===== src/hw/rtl/ptq_pkg.sv =====
// Shared types and codes for the pitch table quantizer.
// No dependencies; every other file imports this package.
`default_nettype none

package ptq_pkg;

    localparam int PITCH_W = 21;
    localparam int INDEX_W = 7;

    typedef logic signed [PITCH_W-1:0] t_pitch;
    typedef logic        [PITCH_W-1:0] t_dist;
    typedef logic        [INDEX_W-1:0] t_index;

    localparam logic CMD_WRITE    = 1'b0;
    localparam logic CMD_QUERY    = 1'b1;
    localparam logic MODE_FLOOR   = 1'b0;
    localparam logic MODE_NEAREST = 1'b1;

    // Search state carried from cell to cell along the chain.
    typedef struct packed {
        logic   mode;
        t_pitch query;
        t_dist  gap;
        t_pitch best;
        t_index index;
        logic   found;
    } t_token;

endpackage

`default_nettype wire


===== src/hw/rtl/ptq_cell.sv =====
// One cell of the search chain: holds one table entry and compares it
// against the passing search item. Depends on ptq_pkg.
`default_nettype none

module ptq_cell #(
    parameter int IDX = 0
) (
    input  wire               i_clk,
    input  wire               i_rst_n,
    input  wire               i_adv,
    input  wire               i_wr_en,
    input  ptq_pkg::t_index   i_wr_index,
    input  ptq_pkg::t_pitch   i_wr_pitch,
    input  wire               i_valid,
    input  ptq_pkg::t_token   i_tok,
    output logic              o_valid,
    output ptq_pkg::t_token   o_tok
);
    import ptq_pkg::*;

    localparam bit FIRST    = (IDX == 0);
    localparam bit WR_REACH = (IDX < (2 ** INDEX_W));

    t_pitch            r_entry;
    logic              r_valid;
    t_token            r_tok;
    t_token            n_tok;
    logic signed [PITCH_W:0] w_diff;
    t_dist             w_dist;
    logic              w_take;

    always_comb begin
        w_diff = $signed({r_entry[PITCH_W-1], r_entry})
               - $signed({i_tok.query[PITCH_W-1], i_tok.query});
        w_dist = w_diff[PITCH_W] ? PITCH_W'(-w_diff) : w_diff[PITCH_W-1:0];
        if (i_tok.mode == MODE_NEAREST) begin
            w_take = FIRST || (w_dist <= i_tok.gap);
        end else begin
            w_take = !FIRST && ($signed(r_entry) <= $signed(i_tok.query));
        end
        n_tok = i_tok;
        if (w_take) begin
            n_tok.gap   = w_dist;
            n_tok.best  = r_entry;
            n_tok.index = t_index'(IDX);
            n_tok.found = 1'b1;
        end
    end

    always_ff @(posedge i_clk) begin
        if (!i_rst_n) begin
            r_entry <= '0;
            r_valid <= 1'b0;
        end else begin
            if (WR_REACH && i_wr_en && (i_wr_index == t_index'(IDX))) begin
                r_entry <= i_wr_pitch;
            end
            if (i_adv) begin
                r_valid <= i_valid;
            end
        end
    end

    always_ff @(posedge i_clk) begin
        if (i_adv) begin
            r_tok <= n_tok;
        end
    end

    assign o_valid = r_valid;
    assign o_tok   = r_tok;

endmodule

`default_nettype wire


===== config.mk =====
export PLATFORM = sky130hd
export DESIGN_NAME = ptq_cell
export DESIGN_NICKNAME = d
export VERILOG_FILES = /design/src/hw/rtl/ptq_pkg.sv /design/src/hw/rtl/ptq_cell.sv
export SDC_FILE = /design/constraint.sdc
export NUM_CORES = 1
export LEC_CHECK = 0
export BUFFER_PORTS_ARGS = -buffer_cell sky130_fd_sc_hd__buf_2
export CELL_PAD_IN_SITES_DETAIL_PLACEMENT = 0
export CELL_PAD_IN_SITES_GLOBAL_PLACEMENT = 1
export CORE_UTILIZATION = 42
export DETAILED_ROUTE_END_ITERATION = 8
export GPL_TIMING_DRIVEN = 0
export MAX_ROUTING_LAYER = met4
export PLACE_DENSITY = 0.89
export REMOVE_ABC_BUFFERS = 1
export SYNTH_ARGS = -nofsm -noshare
export SYNTH_HDL_FRONTEND = slang
export SYNTH_SLANG_ARGS = --single-unit

===== constraint.sdc =====
create_clock -name i_clk -period 5.5 [get_ports i_clk]
set_clock_uncertainty 0.05 [all_clocks]
set_input_delay 0.55 -clock i_clk [delete_from_list [all_inputs] [get_ports i_clk]]
set_output_delay 0.55 -clock i_clk [all_outputs]
set_load 0.005 [all_outputs]

# After elaboration in Yosys (flattened, before gate mapping)
# Cells that the tools add are included.
[totals]
register_bits = 94
wordCells = 15
[op_classes]
n_mux = 3
n_reduce_logical = 2
add_sub_neg = 2
[ops]
columns = ["op", "count"]
rows = [
  ["$mux W50", 1],
  ["$sub A21 B21 Y22", 1],
  ["$mux W21", 1],
  ["$neg A21 Y21", 1],
  ["$logic_not A7 Y1", 1],
  ["$logic_and A1 B1 Y1", 1],
  ["$mux W1", 1],
]

# Logic depth before layout (Yosys ltp)
[depth]
word_depth = 4
ltp_mapped = 14
depth_no_buf = 13

# Worst setup path before layout
# OpenSTA, ideal clock, no wires.
[synth_timing]
path_kind = "input -> register"
from = "input i_tok[50] (netlist name)"
to = "register r_tok (netlist bit o_tok[46]) (data pin)"
path_stages = 12
arrival_time_ns = 3.048
t_required_ns = 5.190
path_slack_ns = 2.143
path_cell_list = "ha_1 > inv_1 > fa_1 > a21o_1 > a21oi_1 > xor2_1 > o211ai_1 > a2111oi_2 > and3_2 > a31oi_1 > xnor2_1 > mux2_2"
[synth_lines]
columns = ["item", "line", "source"]
rows = [
  ["start: declaration", "ptq_cell.sv:15", "input ptq_pkg::t_token i_tok,"],
  ["end signal: assignment", "ptq_cell.sv:66", "r_tok <= n_tok;"],
  ["end: declaration", "ptq_cell.sv:26", "t_token r_tok;"],
]

==> reports/qor.log <==
[status] status finished, final reports clean
[min_path] Hold Path Depth 1
[setup_path] FF-to-FF End o_tok[49]
[setup_path] WP data arrival 3590 ps
[timing] RSZ-0062 raised after global routing no
[setup_path] required time of the critical path 5540 ps
[yosys] post-synthesis instance total 471
[timing] maximum clock rate 0.281 GHz
[min_path] classification of the worst-slack hold path in -> reg
[floorplanning] Die Outline Area 13200 µm²
[min_path] end point of the worst hold path o_tok[59]
[cts] number of CTS-inserted buffers 9
[floorplanning] effective utilization at floorplan 0.438
[power] Power per Cell Area 265 nW/µm²
[timing] number of hold-slack violations in the final timing report 0
[routing] Remaining DRCs 0
[power] Pwr Total 1.77 mW
[yosys] cell area after synthesis 5350 µm²
[yosys] number of enable-type register cells in the synthesized netlist 72
[setup_path] Reg-to-Reg Start r_entry[0]
[placement] input/output buffers 177
[yosys] Warnings, synthesis 0
[placement] final weighted congestion in routability-driven placement 0.824
[routing] via density per instance 5.06
[yosys] Cell variety after synth 71
[setup_path] Max FO, Critical Path 5
[finish] Inserted Diodes 0
[setup_path] endpoint kind of the worst setup timing path flop
[setup_path] register-to-register setup slack 1950 ps
[grt] global-route wire length before repair 18100 µm
[yosys] top-area cell type share of the netlist area 0.404
[placement] DP Wirelength 8830 µm
[cts] Bufs on Longest Clock Path 2
[yosys] mean area per synthesized cell 11.4 µm²
[routing] Routed wire per std cell 14.6 µm
[routing] total number of vias 4116
[cts] CTS tree yes
[floorplanning] placeable core region 12200 µm²
[power] leakage power figure 3.00 nW
[yosys] number of register bits inferred by synthesis 94
[yosys] async set-reset flop share out of synthesis 0
[timing] final total negative setup slack 0 ps
[cts] insertion delay of the later-clocked pin in the worst-skew pair 340 ps
[finish] area delta synth->final 24.5%
[timing] count of endpoints failing setup in the final report 0
[timing] max-slew violation total from the final report 0
[run] number of max-cap violations 0
[floorplanning] die height 115 µm
[routing] wirelength, routed 11800 µm
[routing] first-pass iteration count of the detailed router 4
[cts] root cell of the clock tree sky130_fd_sc_hd__clkbuf_16
[grt] maximum number of pins on one net before global-route repair 74
[cts] CTS clock-pin slew for the worst setup and hold paths 70 ps
[timing] Slew headroom 0.133
[setup_path] critical setup path kind reg -> reg
[setup_path] Reg2Reg Depth 13
[cts] clock tree sinks 94
[grt] initial antenna violation count 0
[timing] pin slew with the least headroom to its limit 1300 ps
[grt] total overflow reported by the global router 0
[finish] Fill cells 1090
[cts] post-CTS setup repair buffer count 0
[setup_path] Setup crit start kind flop
[yosys] portion of the post-synthesis area used by sequential elements 0.487
[yosys] leading post-synthesis cells by cell area sky130_fd_sc_hd__edfxtp_1 40%, sky130_fd_sc_hd__dfxtp_1 8.2%, sky130_fd_sc_hd__mux2_2 5.7%, sky130_fd_sc_hd__ha_1 5.1%, sky130_fd_sc_hd__mux2i_1 4.3%
[timing] Min Clock Period, post-route 3550 ps
[floorplanning] placement row count 40
[yosys] library cell with the largest summed area after synthesis sky130_fd_sc_hd__edfxtp_1
[grt] vias in the first global route 3795
[floorplanning] I/O pins 178
[routing] antenna-violating nets left 0
[cts] number of H-tree branching levels 3
[floorplanning] x dimension of the die 115 µm
[routing] Detailed Route Iter0 Violations 291
[cts] quantity of gates resized following cts 0
[timing] final clock period utilization by the worst path 0.646
[power] worst-case vdd ir drop 0.132 mV
[cts] count of hold-fix buffers inserted at cts 0
[finish] fraction of layout instances using a drive strength above 1 0.378
[grt] GRT Total Usage 0.183
[finish] Layout Nets 768
[min_path] Hold Crit Start i_tok[59]
[yosys] dominant synthesized flop cell sky130_fd_sc_hd__edfxtp_1
[power by group]
group	switching [mW]	internal [mW]
logic	0.118	0.112
clock network	0.265	0.446
registers	0.00974	0.815
total	0.394	1.37
[worst max-delay path: stages, from the launching register on]
cell and delay [ps]:
sky130_fd_sc_hd__dfxtp_1 320, sky130_fd_sc_hd__inv_1 60, sky130_fd_sc_hd__ha_1 160, sky130_fd_sc_hd__inv_1 60
sky130_fd_sc_hd__fa_1 400, sky130_fd_sc_hd__a21o_1 210, sky130_fd_sc_hd__a21oi_1 180, sky130_fd_sc_hd__xor2_1 280
sky130_fd_sc_hd__o21ai_0 180, sky130_fd_sc_hd__nor4_1 420, sky130_fd_sc_hd__and4b_4 330, sky130_fd_sc_hd__nand4_1 160
sky130_fd_sc_hd__a22o_1 210, sky130_fd_sc_hd__a311o_1 280
[flip-flops by register name (all words and copies together), names as in the netlist]
signal	flops
o_tok	72
o_valid	1
r_entry	21
[worst max-delay path by stage]
stage / startpoint / slack [ps] / endpoint / cells past startpoint
2_1_floorplan: i_tok[50] / 2140 / o_tok[48] / 12
3_3_place_gp: i_tok[50] / 1730 / o_tok[48] / 13
3_5_place_dp: i_tok[50] / 1680 / o_tok[46] / 13
4_1_cts: r_entry[0] / 1970 / o_tok[46] / 13
5_1_grt: r_entry[0] / 1780 / o_tok[46] / 13
6_report: r_entry[0] / 1950 / o_tok[49] / 13
[layer usage]
metal  vias up  GRT usage  wire [µm]
met3        19     0.0332        510
met1      1921      0.230       5360
met2       123      0.288       5720
met5         -          -          0
li1       2053          -          -
met4         0     0.0805        248
[cells in the mapped netlist (3+ instances only)]
cell                        n
sky130_fd_sc_hd__or3_1      4
sky130_fd_sc_hd__buf_6      4
sky130_fd_sc_hd__a221o_1    4
sky130_fd_sc_hd__nor2b_1   35
sky130_fd_sc_hd__mux2i_1   23
sky130_fd_sc_hd__ha_1      22
sky130_fd_sc_hd__xor2_1     8
sky130_fd_sc_hd__nor3_1     4
sky130_fd_sc_hd__mux2_2    27
sky130_fd_sc_hd__o21a_1     5
sky130_fd_sc_hd__nand3_1    5
sky130_fd_sc_hd__edfxtp_1  72
sky130_fd_sc_hd__o21ai_1    4
sky130_fd_sc_hd__clkbuf_1   8
sky130_fd_sc_hd__inv_1     30
sky130_fd_sc_hd__nand4_1    6
sky130_fd_sc_hd__o21ai_0    9
sky130_fd_sc_hd__nor4_1     3
sky130_fd_sc_hd__and3_1     3
sky130_fd_sc_hd__nor2_1    36
sky130_fd_sc_hd__dfxtp_1   22
sky130_fd_sc_hd__a21o_1     3
sky130_fd_sc_hd__a31oi_1    4
sky130_fd_sc_hd__a21oi_1   35
sky130_fd_sc_hd__xnor2_1   20
sky130_fd_sc_hd__clkbuf_8   3
sky130_fd_sc_hd__a21o_2     3
sky130_fd_sc_hd__nand2_1   19
[cell families after synthesis]
| family | count (synthesis) | synth area share |
|---|---|---|
| flip-flops | 94 | 0.487 |
| buffers and inverters | 49 | 0.0461 |
| AO/OA/AOI/OAI | 96 | 0.132 |
| multiplexers | 50 | 0.0999 |
| adder cells (fa/ha/maj) | 23 | 0.0552 |
| XOR/XNOR | 29 | 0.0489 |
| AND/OR/NAND/NOR | 130 | 0.131 |
[cell type report]
type,count,area (µm²),area share
flip-flops and latches,94,2600,0.391
multi-input cells,328,2500,0.375
repair buffers,177,888,0.133
clock buffers,9,225,0.0338
well taps,168,210,0.0316
clock inverters,7,121,0.0182
inverters,30,113,0.0169
[cell usage in the layout (no fill, tap or decap), types with 3 or more instances in the layout]
cell type,synthesis,routed
sky130_fd_sc_hd__nor3_1,4,4
sky130_fd_sc_hd__clkbuf_16,0,9
sky130_fd_sc_hd__nor2b_1,35,35
sky130_fd_sc_hd__a31oi_1,4,4
sky130_fd_sc_hd__mux2i_1,23,23
sky130_fd_sc_hd__a21oi_1,35,35
sky130_fd_sc_hd__ha_1,22,22
sky130_fd_sc_hd__mux2_2,27,27
sky130_fd_sc_hd__a221o_1,4,4
sky130_fd_sc_hd__nor2_1,36,36
sky130_fd_sc_hd__o21a_1,5,5
sky130_fd_sc_hd__nor4_1,3,3
sky130_fd_sc_hd__nand2_1,19,19
sky130_fd_sc_hd__xor2_1,8,8
sky130_fd_sc_hd__o21ai_0,9,9
sky130_fd_sc_hd__inv_1,30,30
sky130_fd_sc_hd__edfxtp_1,72,72
sky130_fd_sc_hd__buf_2,2,176
sky130_fd_sc_hd__and3_1,3,3
sky130_fd_sc_hd__or3_1,4,4
sky130_fd_sc_hd__nand3_1,5,5
sky130_fd_sc_hd__dfxtp_1,22,22
sky130_fd_sc_hd__bufinv_16,0,3
sky130_fd_sc_hd__xnor2_1,20,20
sky130_fd_sc_hd__nand4_1,6,6
sky130_fd_sc_hd__a21o_1,3,3
sky130_fd_sc_hd__a21o_2,3,3
sky130_fd_sc_hd__o21ai_1,4,4
[metrics by stage]
stage	setup WS (ps)	cell area (µm²)	instances	hold slack, ps	util
after floorplan	2140	5220	452	453	-
after global placement	1730	6310	797	442	0.517
after detailed placement	1680	6310	797	454	0.517
after CTS	1970	6660	813	335	0.545
after global routing	1780	6660	813	336	0.545
final	1950	6660	813	347	0.545
Note: power is estimated with default switching activity, not from simulation.
